<file path="config.mk">
export PLATFORM = sky130hd
export DESIGN_NAME = nearest_target_aim_and_fire
export DESIGN_NICKNAME = d
export VERILOG_FILES = /design/src/hw/rtl/ntaf_pkg.sv /design/src/hw/rtl/ntaf_queue.sv /design/src/hw/rtl/ntaf_front.sv /design/src/hw/rtl/ntaf_back.sv /design/src/hw/rtl/nearest_target_aim_and_fire.sv
export VERILOG_INCLUDE_DIRS = /design/src /design/src/hw/rtl
export SDC_FILE = /design/constraint.sdc
export NUM_CORES = 2
export LEC_CHECK = 0
export BUFFER_PORTS_ARGS = -buffer_cell sky130_fd_sc_hd__buf_2
export CORE_MARGIN = 2
export CORE_UTILIZATION = 45
export DETAILED_ROUTE_END_ITERATION = 8
export PLACE_DENSITY = 0.56
export SLEW_MARGIN = 15
export SYNTH_ARGS = -nofsm -noshare
export SYNTH_HDL_FRONTEND = slang
export SYNTH_SLANG_ARGS = --single-unit
</file>
<file path="constraint.sdc">
create_clock -name clk_i -period 13.05 [get_ports clk_i]
set_clock_uncertainty 0.1 [all_clocks]
set_input_delay 1.9575 -clock clk_i [delete_from_list [all_inputs] [get_ports clk_i]]
set_output_delay 1.9575 -clock clk_i [all_outputs]
set_load 0.02 [all_outputs]
</file>
<file path="src/hw/rtl/nearest_target_aim_and_fire_macros.svh">
// ----------------------------------------------------------------------------
// Assertion macros for the nearest target aim and fire block
// Shared concurrent assertion forms, clocked on clk_i, quiet during reset.
// ----------------------------------------------------------------------------
`ifndef NEAREST_TARGET_AIM_AND_FIRE_MACROS_SVH
`define NEAREST_TARGET_AIM_AND_FIRE_MACROS_SVH

// Property that must hold at every edge outside reset
`define NTAF_ASSERT(lbl, prop, msg) \
  lbl: assert property (@(posedge clk_i) disable iff (!rst_ni) (prop)) else $error(msg);

// Condition in one cycle implies a consequence in the next
`define NTAF_ASSERT_NEXT(lbl, ante, cons, msg) \
  lbl: assert property (@(posedge clk_i) disable iff (!rst_ni) (ante) |=> (cons)) \
    else $error(msg);

`endif

</file>
<file path="src/hw/rtl/ntaf_pkg.sv">
// ----------------------------------------------------------------------------
// ntaf_pkg
// Types, constants and helper functions for the nearest target aim and fire block.
// ----------------------------------------------------------------------------
package ntaf_pkg;

  localparam int COORD_WIDTH   = 16;
  localparam int FRAC_SHIFT    = 28 - COORD_WIDTH;
  localparam int AXIS_W        = COORD_WIDTH + 2;
  localparam int DSQ_W         = 2 * COORD_WIDTH;
  localparam int SS_W          = 2 * (AXIS_W - 2) + 2;
  localparam int SQ_IN_W       = SS_W + 2 * FRAC_SHIFT;
  localparam int ROOT_W        = SQ_IN_W / 2;
  localparam int CORDIC_FRAC   = 20;
  localparam int CORDIC_SCALE  = FRAC_SHIFT + CORDIC_FRAC;
  localparam int CORDIC_W      = 53;
  localparam int ANG_W         = 20;
  localparam int CORDIC_STEPS_DEF = 16;
  localparam int QUEUE_DEPTH_DEF  = 2;

  localparam int IN_DATA_W  = 80;
  localparam int OUT_DATA_W = 32;
  localparam int CFG_IDX_W  = 3;

  localparam logic signed [ANG_W-1:0] ANG_HALF_PI = ANG_W'(102944);
  localparam logic signed [15:0]      YAW_MAX     = 16'sd25736;
  localparam logic signed [15:0]      PITCH_MAX   = 16'sd12868;

  localparam logic OP_POINT  = 1'b0;
  localparam logic OP_REPORT = 1'b1;

  typedef enum logic [CFG_IDX_W-1:0] {
    CFG_OFFSET_X      = 3'd0,
    CFG_OFFSET_Y      = 3'd1,
    CFG_OFFSET_Z      = 3'd2,
    CFG_DRIFT_THRESH  = 3'd3,
    CFG_POS_TOL       = 3'd4,
    CFG_STABLE_LIMIT  = 3'd5
  } cfg_idx_e;

  typedef struct packed {
    logic signed [15:0] offset_x;
    logic signed [15:0] offset_y;
    logic signed [15:0] offset_z;
    logic [15:0]        drift_threshold;
    logic [15:0]        position_tolerance;
    logic [7:0]         stable_limit;
  } cfg_t;

  typedef enum logic {
    JOB_POINT  = 1'b0,
    JOB_REPORT = 1'b1
  } job_kind_e;

  // Point job: a, b, c are turret axes x, y, z. Report job: a yaw, b pitch.
  typedef struct packed {
    job_kind_e                kind;
    logic signed [AXIS_W-1:0] a;
    logic signed [AXIS_W-1:0] b;
    logic signed [AXIS_W-1:0] c;
  } job_t;

  // Arctangent of 2^-i in units of 2^-16 rad
  function automatic logic signed [ANG_W-1:0] atan_lut(input logic [4:0] idx);
    logic signed [ANG_W-1:0] v;
    case (idx)
      5'd0:    v = ANG_W'(51472);
      5'd1:    v = ANG_W'(30386);
      5'd2:    v = ANG_W'(16055);
      5'd3:    v = ANG_W'(8150);
      5'd4:    v = ANG_W'(4091);
      5'd5:    v = ANG_W'(2047);
      5'd6:    v = ANG_W'(1024);
      5'd7:    v = ANG_W'(512);
      5'd8:    v = ANG_W'(256);
      5'd9:    v = ANG_W'(128);
      5'd10:   v = ANG_W'(64);
      5'd11:   v = ANG_W'(32);
      5'd12:   v = ANG_W'(16);
      5'd13:   v = ANG_W'(8);
      5'd14:   v = ANG_W'(4);
      5'd15:   v = ANG_W'(2);
      5'd16:   v = ANG_W'(1);
      default: v = '0;
    endcase
    return v;
  endfunction

  // Round 2^-16 rad to 2^-13 rad, half up, then clamp to +-lim
  function automatic logic signed [15:0] to_out_angle(input logic signed [ANG_W-1:0] a,
                                                      input logic signed [15:0] lim);
    logic signed [ANG_W:0] r;
    logic signed [ANG_W:0] q;
    logic signed [ANG_W:0] hi;
    logic signed [15:0]    res;
    r  = {a[ANG_W-1], a} + (ANG_W+1)'(4);
    q  = r >>> 3;
    hi = {{(ANG_W+1-16){lim[15]}}, lim};
    if (q > hi) begin
      res = lim;
    end else if (q < -hi) begin
      res = -lim;
    end else begin
      res = q[15:0];
    end
    return res;
  endfunction

endpackage

</file>
<file path="src/hw/rtl/ntaf_queue.sv">
// ----------------------------------------------------------------------------
// ntaf_queue
// Short job queue between the classifying front end and the angle back end.
// ----------------------------------------------------------------------------
module ntaf_queue import ntaf_pkg::*; #(
  parameter int DEPTH = QUEUE_DEPTH_DEF
) (
  input  logic clk_i,
  input  logic rst_ni,
  input  logic push_i,
  input  job_t data_i,
  output logic full_o,
  input  logic pop_i,
  output job_t data_o,
  output logic empty_o
);

  localparam int PTR_W = $clog2(DEPTH);
  localparam int CNT_W = $clog2(DEPTH + 1);

  job_t             mem_q [DEPTH];
  logic [PTR_W-1:0] wr_q, rd_q;
  logic [CNT_W-1:0] cnt_q;

  assign full_o  = (cnt_q == CNT_W'(DEPTH));
  assign empty_o = (cnt_q == '0);
  assign data_o  = mem_q[rd_q];

  always_ff @(posedge clk_i) begin
    if (push_i) begin
      mem_q[wr_q] <= data_i;
    end
  end

  always_ff @(posedge clk_i or negedge rst_ni) begin
    if (!rst_ni) begin
      wr_q  <= '0;
      rd_q  <= '0;
      cnt_q <= '0;
    end else begin
      if (push_i) begin
        wr_q <= (wr_q == PTR_W'(DEPTH - 1)) ? '0 : wr_q + PTR_W'(1);
      end
      if (pop_i) begin
        rd_q <= (rd_q == PTR_W'(DEPTH - 1)) ? '0 : rd_q + PTR_W'(1);
      end
      if (push_i && !pop_i) begin
        cnt_q <= cnt_q + CNT_W'(1);
      end else if (pop_i && !push_i) begin
        cnt_q <= cnt_q - CNT_W'(1);
      end
    end
  end

endmodule

</file>
<file path="src/hw/rtl/ntaf_front.sv">
// ----------------------------------------------------------------------------
// ntaf_front
// Accepts beats, keeps the nearest point of a frame, queues frame ends and reports.
// ----------------------------------------------------------------------------
module ntaf_front import ntaf_pkg::*; (
  input  logic                 clk_i,
  input  logic                 rst_ni,
  input  logic                 s_tvalid_i,
  output logic                 s_tready_o,
  input  logic [IN_DATA_W-1:0] s_tdata_i,
  input  logic                 s_tuser_i,
  input  logic                 s_tlast_i,
  input  cfg_t                 cfg_i,
  output logic                 q_push_o,
  output job_t                 q_data_o,
  input  logic                 q_full_i
);

  typedef enum logic [1:0] {F_IDLE, F_SQ, F_CMP, F_END} fstate_e;

  fstate_e                  st_q;
  logic signed [15:0]       px_q, py_q, pz_q;
  logic                     last_q;
  logic [1:0]               sel_q;
  logic [DSQ_W-1:0]         acc_q;
  logic signed [15:0]       best_x_q, best_y_q, best_z_q;
  logic [DSQ_W-1:0]         best_dsq_q;
  logic                     have_best_q;

  logic                     accept;
  logic signed [15:0]       sq_op;
  logic signed [DSQ_W-1:0]  sq;
  logic signed [AXIS_W-1:0] ax_x, ax_y, ax_z;
  job_t                     rep_job, pt_job;

  assign s_tready_o = (st_q == F_IDLE) && !q_full_i;
  assign accept     = s_tvalid_i && s_tready_o;

  always_comb begin
    case (sel_q)
      2'd0:    sq_op = px_q;
      2'd1:    sq_op = py_q;
      default: sq_op = pz_q;
    endcase
    sq = sq_op * sq_op;
  end

  // Camera to turret axes, offsets removed
  assign ax_x = {{2{best_z_q[15]}}, best_z_q} - {{2{cfg_i.offset_x[15]}}, cfg_i.offset_x};
  assign ax_y = -{{2{best_x_q[15]}}, best_x_q} - {{2{cfg_i.offset_y[15]}}, cfg_i.offset_y};
  assign ax_z = -{{2{best_y_q[15]}}, best_y_q} - {{2{cfg_i.offset_z[15]}}, cfg_i.offset_z};

  always_comb begin
    rep_job.kind = JOB_REPORT;
    rep_job.a    = {{2{s_tdata_i[63]}}, s_tdata_i[63:48]};
    rep_job.b    = {{2{s_tdata_i[79]}}, s_tdata_i[79:64]};
    rep_job.c    = '0;
    pt_job.kind  = JOB_POINT;
    pt_job.a     = ax_x;
    pt_job.b     = ax_y;
    pt_job.c     = ax_z;
  end

  assign q_push_o = (accept && s_tuser_i == OP_REPORT) || (st_q == F_END);
  assign q_data_o = (st_q == F_END) ? pt_job : rep_job;

  always_ff @(posedge clk_i or negedge rst_ni) begin
    if (!rst_ni) begin
      st_q        <= F_IDLE;
      px_q        <= '0;
      py_q        <= '0;
      pz_q        <= '0;
      last_q      <= 1'b0;
      sel_q       <= '0;
      acc_q       <= '0;
      best_x_q    <= '0;
      best_y_q    <= '0;
      best_z_q    <= '0;
      best_dsq_q  <= '0;
      have_best_q <= 1'b0;
    end else begin
      case (st_q)
        F_IDLE: begin
          if (accept && s_tuser_i == OP_POINT) begin
            px_q   <= s_tdata_i[15:0];
            py_q   <= s_tdata_i[31:16];
            pz_q   <= s_tdata_i[47:32];
            last_q <= s_tlast_i;
            sel_q  <= '0;
            acc_q  <= '0;
            st_q   <= F_SQ;
          end
        end
        F_SQ: begin
          acc_q <= acc_q + DSQ_W'(sq);
          sel_q <= sel_q + 2'd1;
          if (sel_q == 2'd2) begin
            st_q <= F_CMP;
          end
        end
        F_CMP: begin
          // Strict compare: on a tie the earlier point stays
          if (!have_best_q || acc_q < best_dsq_q) begin
            best_x_q    <= px_q;
            best_y_q    <= py_q;
            best_z_q    <= pz_q;
            best_dsq_q  <= acc_q;
            have_best_q <= 1'b1;
          end
          st_q <= last_q ? F_END : F_IDLE;
        end
        F_END: begin
          have_best_q <= 1'b0;
          st_q        <= F_IDLE;
        end
        default: st_q <= F_IDLE;
      endcase
    end
  end

endmodule

</file>
<file path="src/hw/rtl/ntaf_back.sv">
// ----------------------------------------------------------------------------
// ntaf_back
// Computes yaw and pitch by CORDIC, tracks drift and stability, issues results.
// ----------------------------------------------------------------------------
`include "nearest_target_aim_and_fire_macros.svh"

module ntaf_back import ntaf_pkg::*; #(
  parameter int CORDIC_STEPS = CORDIC_STEPS_DEF
) (
  input  logic                  clk_i,
  input  logic                  rst_ni,
  input  cfg_t                  cfg_i,
  output logic                  q_pop_o,
  input  job_t                  q_data_i,
  input  logic                  q_empty_i,
  output logic                  m_tvalid_o,
  input  logic                  m_tready_i,
  output logic [OUT_DATA_W-1:0] m_tdata_o
);

  localparam int STEP_W = $clog2(CORDIC_STEPS);
  localparam int SQC_W  = $clog2(ROOT_W);

  typedef enum logic [3:0] {
    B_IDLE, B_SQX, B_SQY, B_YAW_PRE, B_YAW_ROT, B_YAW_END,
    B_SQRT, B_PIT_PRE, B_PIT_ROT, B_PIT_END, B_FIN
  } bstate_e;

  bstate_e                    st_q;
  logic signed [AXIS_W-1:0]   x_q, y_q, z_q;
  logic [SS_W-1:0]            ss_q;
  logic [SQ_IN_W-1:0]         sqin_q;
  logic [ROOT_W:0]            rem_q;
  logic [ROOT_W-1:0]          root_q;
  logic [SQC_W-1:0]           sqc_q;
  logic signed [CORDIC_W-1:0] cx_q, cy_q;
  logic signed [ANG_W-1:0]    ang_q;
  logic [STEP_W-1:0]          step_q;
  logic signed [15:0]         yaw_q, pitch_q, prev_yaw_q, prev_pitch_q;
  logic [16:0]                drift_q;
  logic [7:0]                 cnt_q;
  logic                       out_valid_q;
  logic [OUT_DATA_W-1:0]      out_data_q;

  logic signed [2*AXIS_W-1:0] mul_res;
  logic signed [AXIS_W-1:0]   mul_op;
  logic signed [CORDIC_W-1:0] ax_pre, ay_pre, xs, ys;
  logic [ROOT_W+2:0]          rem2, trial;
  logic signed [16:0]         da, db, dyaw, dpitch;
  logic [16:0]                abs_da, abs_db, abs_dyaw, abs_dpitch;
  logic [18:0]                drift_sum;
  logic [16:0]                drift_d;
  logic [7:0]                 cnt_inc;
  logic                       fire_d;
  logic                       out_free;
  logic signed [15:0]         out_yaw;
  logic                       fin_fire;

  assign q_pop_o    = (st_q == B_IDLE) && !q_empty_i;
  assign out_free   = !out_valid_q || m_tready_i;
  assign m_tvalid_o = out_valid_q;
  assign m_tdata_o  = out_data_q;
  assign out_yaw    = out_data_q[15:0];
  assign fin_fire   = (st_q == B_FIN) && out_free && fire_d;

  // One shared multiplier for both squares
  assign mul_op  = (st_q == B_SQX) ? x_q : y_q;
  assign mul_res = mul_op * mul_op;

  always_comb begin
    if (st_q == B_PIT_PRE) begin
      ax_pre = {{(CORDIC_W-ROOT_W){1'b0}}, root_q} <<< CORDIC_FRAC;
      ay_pre = {{(CORDIC_W-AXIS_W){z_q[AXIS_W-1]}}, z_q} <<< CORDIC_SCALE;
    end else begin
      ax_pre = {{(CORDIC_W-AXIS_W){x_q[AXIS_W-1]}}, x_q} <<< CORDIC_SCALE;
      ay_pre = {{(CORDIC_W-AXIS_W){y_q[AXIS_W-1]}}, y_q} <<< CORDIC_SCALE;
    end
    xs = cx_q >>> step_q;
    ys = cy_q >>> step_q;
  end

  // Integer square root, one result bit per cycle
  assign rem2  = {rem_q, sqin_q[SQ_IN_W-1 -: 2]};
  assign trial = {1'b0, root_q, 2'b01};

  always_comb begin
    da         = {q_data_i.a[15], q_data_i.a[15:0]} - {prev_yaw_q[15], prev_yaw_q};
    db         = {q_data_i.b[15], q_data_i.b[15:0]} - {prev_pitch_q[15], prev_pitch_q};
    abs_da     = da[16] ? 17'(-da) : 17'(da);
    abs_db     = db[16] ? 17'(-db) : 17'(db);
    dyaw       = {yaw_q[15], yaw_q} - {prev_yaw_q[15], prev_yaw_q};
    dpitch     = {pitch_q[15], pitch_q} - {prev_pitch_q[15], prev_pitch_q};
    abs_dyaw   = dyaw[16] ? 17'(-dyaw) : 17'(dyaw);
    abs_dpitch = dpitch[16] ? 17'(-dpitch) : 17'(dpitch);
    drift_sum  = 19'(drift_q) + 19'(abs_dyaw) + 19'(abs_dpitch);
    drift_d    = drift_sum[17:1];
    cnt_inc    = (cnt_q == 8'hFF) ? cnt_q : cnt_q + 8'd1;
    fire_d     = (drift_d < 17'(cfg_i.drift_threshold)) && (cnt_inc > cfg_i.stable_limit);
  end

  always_ff @(posedge clk_i or negedge rst_ni) begin
    if (!rst_ni) begin
      st_q         <= B_IDLE;
      x_q          <= '0;
      y_q          <= '0;
      z_q          <= '0;
      ss_q         <= '0;
      sqin_q       <= '0;
      rem_q        <= '0;
      root_q       <= '0;
      sqc_q        <= '0;
      cx_q         <= '0;
      cy_q         <= '0;
      ang_q        <= '0;
      step_q       <= '0;
      yaw_q        <= '0;
      pitch_q      <= '0;
      prev_yaw_q   <= '0;
      prev_pitch_q <= '0;
      drift_q      <= '0;
      cnt_q        <= '0;
      out_valid_q  <= 1'b0;
      out_data_q   <= '0;
    end else begin
      // Drop the beat once taken, unless a new one is loaded this cycle
      if (out_valid_q && m_tready_i && st_q != B_FIN) begin
        out_valid_q <= 1'b0;
      end
      case (st_q)
        B_IDLE: begin
          if (!q_empty_i) begin
            if (q_data_i.kind == JOB_REPORT) begin
              if (abs_da > 17'(cfg_i.position_tolerance) ||
                  abs_db > 17'(cfg_i.position_tolerance)) begin
                cnt_q <= '0;
              end
            end else begin
              x_q  <= q_data_i.a;
              y_q  <= q_data_i.b;
              z_q  <= q_data_i.c;
              st_q <= B_SQX;
            end
          end
        end
        B_SQX: begin
          ss_q <= mul_res[SS_W-1:0];
          st_q <= B_SQY;
        end
        B_SQY: begin
          sqin_q <= {ss_q + mul_res[SS_W-1:0], {(2*FRAC_SHIFT){1'b0}}};
          rem_q  <= '0;
          root_q <= '0;
          sqc_q  <= '0;
          st_q   <= B_YAW_PRE;
        end
        B_YAW_PRE, B_PIT_PRE: begin
          step_q <= '0;
          if (ax_pre == '0 && ay_pre == '0) begin
            ang_q <= '0;
            st_q  <= (st_q == B_YAW_PRE) ? B_YAW_END : B_PIT_END;
          end else begin
            if (ax_pre < 0) begin
              if (ay_pre >= 0) begin
                cx_q  <= ay_pre;
                cy_q  <= -ax_pre;
                ang_q <= ANG_HALF_PI;
              end else begin
                cx_q  <= -ay_pre;
                cy_q  <= ax_pre;
                ang_q <= -ANG_HALF_PI;
              end
            end else begin
              cx_q  <= ax_pre;
              cy_q  <= ay_pre;
              ang_q <= '0;
            end
            st_q <= (st_q == B_YAW_PRE) ? B_YAW_ROT : B_PIT_ROT;
          end
        end
        B_YAW_ROT, B_PIT_ROT: begin
          if (cy_q > 0) begin
            cx_q  <= cx_q + ys;
            cy_q  <= cy_q - xs;
            ang_q <= ang_q + atan_lut(5'(step_q));
          end else begin
            cx_q  <= cx_q - ys;
            cy_q  <= cy_q + xs;
            ang_q <= ang_q - atan_lut(5'(step_q));
          end
          step_q <= step_q + STEP_W'(1);
          if (step_q == STEP_W'(CORDIC_STEPS - 1)) begin
            st_q <= (st_q == B_YAW_ROT) ? B_YAW_END : B_PIT_END;
          end
        end
        B_YAW_END: begin
          yaw_q <= to_out_angle(ang_q, YAW_MAX);
          st_q  <= B_SQRT;
        end
        B_SQRT: begin
          if (rem2 >= trial) begin
            rem_q  <= (ROOT_W+1)'(rem2 - trial);
            root_q <= {root_q[ROOT_W-2:0], 1'b1};
          end else begin
            rem_q  <= rem2[ROOT_W:0];
            root_q <= {root_q[ROOT_W-2:0], 1'b0};
          end
          sqin_q <= sqin_q << 2;
          sqc_q  <= sqc_q + SQC_W'(1);
          if (sqc_q == SQC_W'(ROOT_W - 1)) begin
            st_q <= B_PIT_PRE;
          end
        end
        B_PIT_END: begin
          pitch_q <= -to_out_angle(ang_q, PITCH_MAX);
          st_q    <= B_FIN;
        end
        B_FIN: begin
          // Hold until the output register is free
          if (out_free) begin
            drift_q <= drift_d;
            if (drift_d < 17'(cfg_i.drift_threshold)) begin
              cnt_q <= fire_d ? 8'd0 : cnt_inc;
            end else begin
              cnt_q <= '0;
            end
            prev_yaw_q   <= yaw_q;
            prev_pitch_q <= pitch_q;
            out_valid_q  <= 1'b1;
            out_data_q   <= {fire_d, pitch_q[14:0], yaw_q};
            st_q         <= B_IDLE;
          end
        end
        default: st_q <= B_IDLE;
      endcase
    end
  end

  `NTAF_ASSERT(a_pop_nonempty, !q_pop_o || !q_empty_i, "pop from empty queue")
  `NTAF_ASSERT(a_yaw_range, !out_valid_q || (out_yaw <= YAW_MAX && out_yaw >= -YAW_MAX), "yaw range")
  `NTAF_ASSERT(a_pitch_range, !(st_q == B_FIN) || (pitch_q <= PITCH_MAX && pitch_q >= -PITCH_MAX), "pitch")
  `NTAF_ASSERT_NEXT(a_fire_clears, fin_fire, cnt_q == 8'd0 && out_valid_q, "fire did not clear count")

endmodule

</file>
<file path="src/hw/rtl/nearest_target_aim_and_fire.sv">
// ----------------------------------------------------------------------------
// nearest_target_aim_and_fire
// Picks the nearest target of each frame and turns it into aim angles and fire.
// ----------------------------------------------------------------------------
//   channel   direction  payload
//   s_*       in         points and position reports, tlast ends a frame
//   m_*       out        aim yaw, aim pitch, fire; one beat per frame
//   cfg_*     in         register index and write data
//
// A point beat passes the front end as three squares on one multiplier and a
// compare, the last point of a frame one more state to queue the frame end; a
// report beat is queued as it is taken. From pop to output register a frame end
// passes two squares, a yaw CORDIC pass, a square root and a pitch CORDIC pass.
// Reset is asynchronous and spares only the queue storage. The job queue lets the
// front take points while the back end finishes a frame or waits on m_tready_i.
module nearest_target_aim_and_fire import ntaf_pkg::*; #(
  parameter int CORDIC_STEPS = CORDIC_STEPS_DEF,
  parameter int QUEUE_DEPTH  = QUEUE_DEPTH_DEF
) (
  input  logic                  clk_i,
  input  logic                  rst_ni,
  input  logic                  s_tvalid_i,
  output logic                  s_tready_o,
  // point_x, point_y, point_z, report_yaw, report_pitch
  input  logic [IN_DATA_W-1:0]  s_tdata_i,
  // opcode
  input  logic                  s_tuser_i,
  input  logic                  s_tlast_i,
  output logic                  m_tvalid_o,
  input  logic                  m_tready_i,
  // aim_yaw, aim_pitch, fire
  output logic [OUT_DATA_W-1:0] m_tdata_o,
  input  logic                  cfg_valid_i,
  output logic                  cfg_ready_o,
  input  logic [CFG_IDX_W-1:0]  cfg_index_i,
  input  logic [15:0]           cfg_data_i
);

  cfg_t cfg_q;
  logic q_push, q_pop, q_full, q_empty;
  job_t q_wdata, q_rdata;

  assign cfg_ready_o = 1'b1;

  always_ff @(posedge clk_i or negedge rst_ni) begin
    if (!rst_ni) begin
      cfg_q.offset_x           <= '0;
      cfg_q.offset_y           <= '0;
      cfg_q.offset_z           <= '0;
      cfg_q.drift_threshold    <= 16'd41;
      cfg_q.position_tolerance <= 16'd1229;
      cfg_q.stable_limit       <= 8'd30;
    end else if (cfg_valid_i) begin
      case (cfg_index_i)
        CFG_OFFSET_X:     cfg_q.offset_x           <= cfg_data_i;
        CFG_OFFSET_Y:     cfg_q.offset_y           <= cfg_data_i;
        CFG_OFFSET_Z:     cfg_q.offset_z           <= cfg_data_i;
        CFG_DRIFT_THRESH: cfg_q.drift_threshold    <= cfg_data_i;
        CFG_POS_TOL:      cfg_q.position_tolerance <= cfg_data_i;
        CFG_STABLE_LIMIT: cfg_q.stable_limit       <= cfg_data_i[7:0];
        default: ;
      endcase
    end
  end

  ntaf_front u_front (
    .clk_i      (clk_i),
    .rst_ni     (rst_ni),
    .s_tvalid_i (s_tvalid_i),
    .s_tready_o (s_tready_o),
    .s_tdata_i  (s_tdata_i),
    .s_tuser_i  (s_tuser_i),
    .s_tlast_i  (s_tlast_i),
    .cfg_i      (cfg_q),
    .q_push_o   (q_push),
    .q_data_o   (q_wdata),
    .q_full_i   (q_full)
  );

  ntaf_queue #(.DEPTH(QUEUE_DEPTH)) u_queue (
    .clk_i   (clk_i),
    .rst_ni  (rst_ni),
    .push_i  (q_push),
    .data_i  (q_wdata),
    .full_o  (q_full),
    .pop_i   (q_pop),
    .data_o  (q_rdata),
    .empty_o (q_empty)
  );

  ntaf_back #(.CORDIC_STEPS(CORDIC_STEPS)) u_back (
    .clk_i      (clk_i),
    .rst_ni     (rst_ni),
    .cfg_i      (cfg_q),
    .q_pop_o    (q_pop),
    .q_data_i   (q_rdata),
    .q_empty_i  (q_empty),
    .m_tvalid_o (m_tvalid_o),
    .m_tready_i (m_tready_i),
    .m_tdata_o  (m_tdata_o)
  );

endmodule

</file>
Yosys cells after proc, flatten, opt, wreduce, memory -nomap -nowiden
Memory sizes are Yosys's and may differ from the RTL's.
Index checks and enable logic that the tools add are counted.
W data, S select, Z words.

operators by class
  bitwise logic cells = 3
  $add $sub $neg = 36
  equality and inequality tests = 36
  multipliers = 2
  shift-type cells = 2
  reductions and logical operators = 52
  multiplexer cells = 77
  magnitude comparators = 13

operators with widths
  operator               number
  $mux W53               10
  $pmux W53 S2           2
  $mux W20               8
  $pmux W58 S2           1
  $add A53 B53 Y53       2
  $logic_not A53 Y1      2
  $neg A53 Y53           2
  $sshr A53 B4 Y53       2
  $sub A53 B53 Y53       2
  $sub A16 B16 Y17       5
  $mux W16               5
  $mux W17               4
  $neg A17 Y17           4
  $pmux W32 S2           1
  $pmux W30 S2           1
  $pmux W29 S2           1
  $mux W8                7
  $mux W55               1
  $ge A53 B1 Y1 const B  1
  $gt A53 B1 Y1 const B  1
  $lt A53 B1 Y1 const B  1
  $pmux W20 S2           1
  $mux W4                9
  $neg A18 Y18           2
  66 further kinds       146

storage, ports and cells
  word-level logic and storage cells = 266
  memories = 3
  bits in registers = 724
  output and inout port bits = 35
  bits in writable memories = 110
  memory bits (read-only) = 512
  input port bits = 106

memories
  memory            depth  width  rd ports  clocked after Yosys merged registers in  write ports  RTL line          source
  (name not given)  16     16     1         0                                        0            ntaf_pkg.sv:66    case (idx)
  (name not given)  16     16     1         0                                        0            ntaf_pkg.sv:66
  u_queue.mem_q     2      55     1         0                                        1            ntaf_queue.sv:21  job_t mem_q [DEPTH];

Depth between registers and ports, before layout
  word-level depth = 11
  gate-level depth with buffers = 42
  depth with buffers taken out = 39

Cells and area by module
A second synthesis with hierarchy kept.

second synthesis, totals
  cells, all modules = 8911
  area, all modules = 82018.7 um^2

by module, submodules not included
  module                       sequential area each (um^2)  area each (um^2)  instances  cells an instance
  ntaf_back                    10259.8                      53959.3           1          6298
  ntaf_front                   4154.0                       20344.5           1          2233
  ntaf_queue                   3403.3                       4320.4            1          187
  nearest_target_aim_and_fire  2218.4                       3394.5            1          193

Worst setup path before layout
No wires, ideal clock.

  kind = flip-flop to flip-flop
  start = register u_back.st_q[0]
  end = register u_back.sqin_q[57]
  clock period less this slack = 9392 ps
  required time = 12820 ps
  setup slack = 3658 ps
  stages on the path, launching flop included = 37
  arrival time = 9162 ps
  cell sequence = dfrtp_1 -> clkbuf_1 -> nor2b_1 -> and2_1 -> clkbuf_1 -> clkbuf_1 -> nand2_1 -> nand2_1 -> clkbuf_1 -> nand2_1 -> fa_1 -> fa_1 -> fa_1 -> fa_1 -> inv_1 -> fa_1 -> inv_1 -> fa_1 -> inv_1 -> ha_1 -> a21oi_1 -> o21bai_1 -> o21bai_1 -> o211ai_1 -> nand2_1 -> xnor2_1 -> ha_1 -> a2111oi_0 -> nand2b_1 -> a31oi_1 -> o31ai_1 -> a21oi_1 -> o21ai_0 -> a311o_1 -> xnor2_1 -> xnor2_1 -> o21ai_0

between the ends
  longest elaborated chain between the ends = 5
  elaborated cells on any way between the ends = 8

ends and longest elaborated chain
  what                    RTL line          source
  from (decl)             ntaf_back.sv:29   bstate_e st_q;
  from (signal assigned)  ntaf_back.sv:160  st_q <= (st_q == B_YAW_PRE) ? B_YAW_END : B_PIT_END;
  from (signal assigned)  ntaf_back.sv:177  st_q <= (st_q == B_YAW_PRE) ? B_YAW_ROT : B_PIT_ROT;
  from (signal assigned)  ntaf_back.sv:192  st_q <= (st_q == B_YAW_ROT) ? B_YAW_END : B_PIT_END;
  $eq A4 B1 Y1            ntaf_back.sv:67   assign mul_op = (st_q == B_SQX) ? x_q : y_q;
  $mux W18                ntaf_back.sv:67
  $mul A18 B18 Y34        ntaf_back.sv:68   assign mul_res = mul_op * mul_op;
  via u_back.mul_res[21]  ntaf_back.sv:45   logic signed [2*AXIS_W-1:0] mul_res;
  $add A34 B34 Y34        ntaf_back.sv:150  sqin_q <= {ss_q + mul_res[SS_W-1:0], {(2*FRAC_SHIFT){1'b0}}};
  $pmux W58 S2            ntaf_back.sv:129  case (st_q)
  to (signal assigned)    ntaf_back.sv:150
  to (signal assigned)    ntaf_back.sv:207  sqin_q <= sqin_q << 2;
  to (decl)               ntaf_back.sv:32   logic [SQ_IN_W-1:0] sqin_q;

The timed path passes the listed nets, and every way through them passes these cells. The select of a mux whose other input is x is not followed.
A chain may end at the register's enable or synchronous reset.

Worst setup path after layout
  start = register u_back.st_q[2]
  end = register u_back.sqin_q[57]

The elaborated chain is that of the path after synthesis.

==> results.ini <==
[outcome]
status = finished clean

[setup_path]
cpPeakStageDelay_ns = 0.93
critPathSlowestCell = dfrtp_2
worstSetupEndpointType = register
cp.required_ns = 13.55
crit_type = reg -> reg
critPathMaxFanout = 49
worstPathArrival_ns = 11.90
start_kind = register
cp_common_cell = fa_1

[yosys]
syn_nets = 9912
synth_seq_cells = 775
synth_enable_flop_cells = 108
postSynthAreaPerCell_sq_um = 9.23
synth.cell_area_sq_mm = 0.0791
yosysSeqAreaShare = 0.252
yosysUniqueCellTypes = 102
synth_flop_cell = dfrtp_1
ys_async_sr_fraction = 0.861
synthCells = 8566
yosysWarningCount = 0

[drt]
drc = 0
drt_iter0_drc = 4629
route.detailed.wl_per_inst_microns = 21.0
met2_length_mm = 107
top_layer_used = met5
met3_length_mm = 9.79
antenna_left = 0
viasPerCell = 5.62
vias = 61700
dr.pass1.iters = 6
drt-met1-wl_mm = 105
routed_wl_mm = 230

[cts]
cts.hold.buffers_added = 0
clock-sinks = 775
clock_path_buffers = 3
cts_resized = 0
insertion_delay_ns = 0.78
cts_tree = yes
numCtsBuffers = 95
path_clk_slew_ns = 0.06
cts_max_level = 3
postCtsSetupBuffers = 0
clock-root-buffer = clkbuf_16

[global_routing]
first_global_vias = 62000
overflow = 0
grt_usage = 0.257
antenna_found_initial = 2
grt_pass1_wl_mm = 363
grt_max_degree = 150

[floorplan]
core_sq_mm = 0.174
die_h_microns = 423
start_util = 0.454
row_count = 153
num_io_pins = 141
die_w_microns = 423
die-area_sq_mm = 0.179

[final_layout]
multi_input_area_sq_mm = 0.0538
drive_gt1_frac = 0.108
final_area_sq_mm = 0.0853
final_util = 0.490
syn_to_final_growth_pct = 7.89
fillers = 16600
final_cell_mix = inv_1, nand2_1, ha_1, dfrtp_1, o21ai_0
regArea_sq_mm = 0.0200
antenna_cells = 0
final_common_cell = inv_1
nets = 9910

[timing]
fin_crit_sh = 0.874
hold_viol = 0
max_slew.worst_pin.slew_ns = 1.13
period_minus_slack_ns = 11.40
rsz0062_at_grt = false
fin_tns_setup_ns = 0
finalSetupViolations = 0
relSlewSlack = 0.247
maxSlewViolCount = 0
max_freq_ghz = 0.0877

[job]
maxCapViolCount = 0

[placement]
io_buffers = 139
post_dp_cell_area_sq_mm = 0.0821
hpwl_mm = 180
gp_congestion = 0.924

[hold_path]
hold_path.class = reg -> reg

==> layer usage <==
layer,vias up,global-route usage
met4,2,0.0847
li1,29300,-
met2,1480,0.420
met1,30600,0.357
met5,-,0
met3,326,0.0259
==> final cells by class <==
class	count	area share
tap	2325	0.0341
timing repair buffer	228	0.0164
multi-input combinational	6395	0.631
inverter	1069	0.0470
clock inverter	41	0.00541
clock buffer	135	0.0321
sequential	775	0.234
==> final timing paths <==
path	from	to	slack [ns]	cells after the start
setup / recovery	u_back.st_q[2]	u_back.sqin_q[57]	1.65	34
hold / removal	u_back.ss_q[6]	u_back.ss_q[6]	0.38	2
setup reg to reg	u_back.st_q[2]	u_back.sqin_q[57]	1.65	34
hold reg to reg	u_back.ss_q[6]	u_back.ss_q[6]	0.38	2
max in group asynchronous	rst_ni	cfg_q[13]	9.57	3
min in group asynchronous	rst_ni	u_back.cx_q[7]	1.05	1
==> stage by stage <==
stage,hold slack (ns),cells,worst slack (ns)
5_1_grt,0.395,11000,0.861
3_5_place_dp,0.370,10800,1.88
4_1_cts,0.382,11000,1.76
6_report,0.385,11000,1.65
3_3_place_gp,0.363,10800,2.12
2_1_floorplan,0.350,8566,3.66
==> sequential cells by signal, indices dropped and copies added (netlist names), 29 cells and up <==
| signal | flops |
|---|---|
| u_back.cx_q | 53 |
| u_front.best_dsq_q | 32 |
| cfg_q | 88 |
| u_back.rem_q | 30 |
| u_back.m_tdata_o | 32 |
| u_back.sqin_q | 34 |
| u_back.root_q | 29 |
| u_queue.mem_q | 108 |
| u_back.ss_q | 33 |
| u_back.cy_q | 53 |
| u_front.acc_q | 32 |
==> logic make-up (layout without fill, tap and decap cells) <==
family                   Yosys count  after routing  synth area share
multiplexers                     592            592            0.0989
XOR/XNOR                         563            563            0.0623
flip-flops                       775            775             0.252
AO/OA/AOI/OAI                   1867           1867             0.146
other                              1              1         0.0000474
adder cells (fa/ha/maj)         1240           1240             0.251
AND/OR/NAND/NOR                 2132           2132             0.121
buffers and inverters           1396           1473            0.0687
==> critical path: cells and delay by family, from the launching register on <==
kind	cells	cell delay [ns]
AND/OR/NAND/NOR	7	2.07
flip-flops	1	0.93
XOR/XNOR	3	0.50
AO/OA/AOI/OAI	11	3.21
buffers and inverters	5	0.74
adder cells (fa/ha/maj)	8	3.69
==> synthesized netlist by cell type, drive strengths merged (12+ instances only) <==
cell type / n / share of area
inv: 1060 / 0.050
nand2: 947 / 0.045
ha: 660 / 0.10
dfrtp: 654 / 0.21
o21ai: 607 / 0.038
fa: 580 / 0.15
nor2: 540 / 0.026
a21oi: 466 / 0.029
xnor2: 338 / 0.037
mux2: 331 / 0.047
clkbuf: 236 / 0.011
xor2: 225 / 0.025
a21o: 171 / 0.016
mux2i: 143 / 0.018
mux4: 118 / 0.034
nor3: 109 / 0.0070
edfxtp: 108 / 0.041
nand3: 103 / 0.0065
buf: 91 / 0.0068
nand2b: 73 / 0.0058
a31oi: 72 / 0.0057
o21a: 65 / 0.0062
and3: 63 / 0.0050
nor2b: 62 / 0.0049
a211oi: 60 / 0.0057
o21bai: 52 / 0.0049
o31ai: 50 / 0.0047
o22ai: 49 / 0.0039
and2: 46 / 0.0037
o211ai: 43 / 0.0041
nand4: 42 / 0.0033
a22o: 31 / 0.0034
nor4: 29 / 0.0026
or3: 25 / 0.0020
or2: 23 / 0.0019
a21boi: 21 / 0.0020
nor3b: 21 / 0.0021
a211o: 16 / 0.0018
a2111oi: 15 / 0.0019
a41oi: 14 / 0.0016
dfstp: 13 / 0.0043
o31a: 13 / 0.0014
a22oi: 12 / 0.0011
a31o: 12 / 0.0013
o41ai: 12 / 0.0013
Power is left out: the tool's default activity adds up to more than one toggle a clock period on the data nets, which glitch-free logic cannot reach.
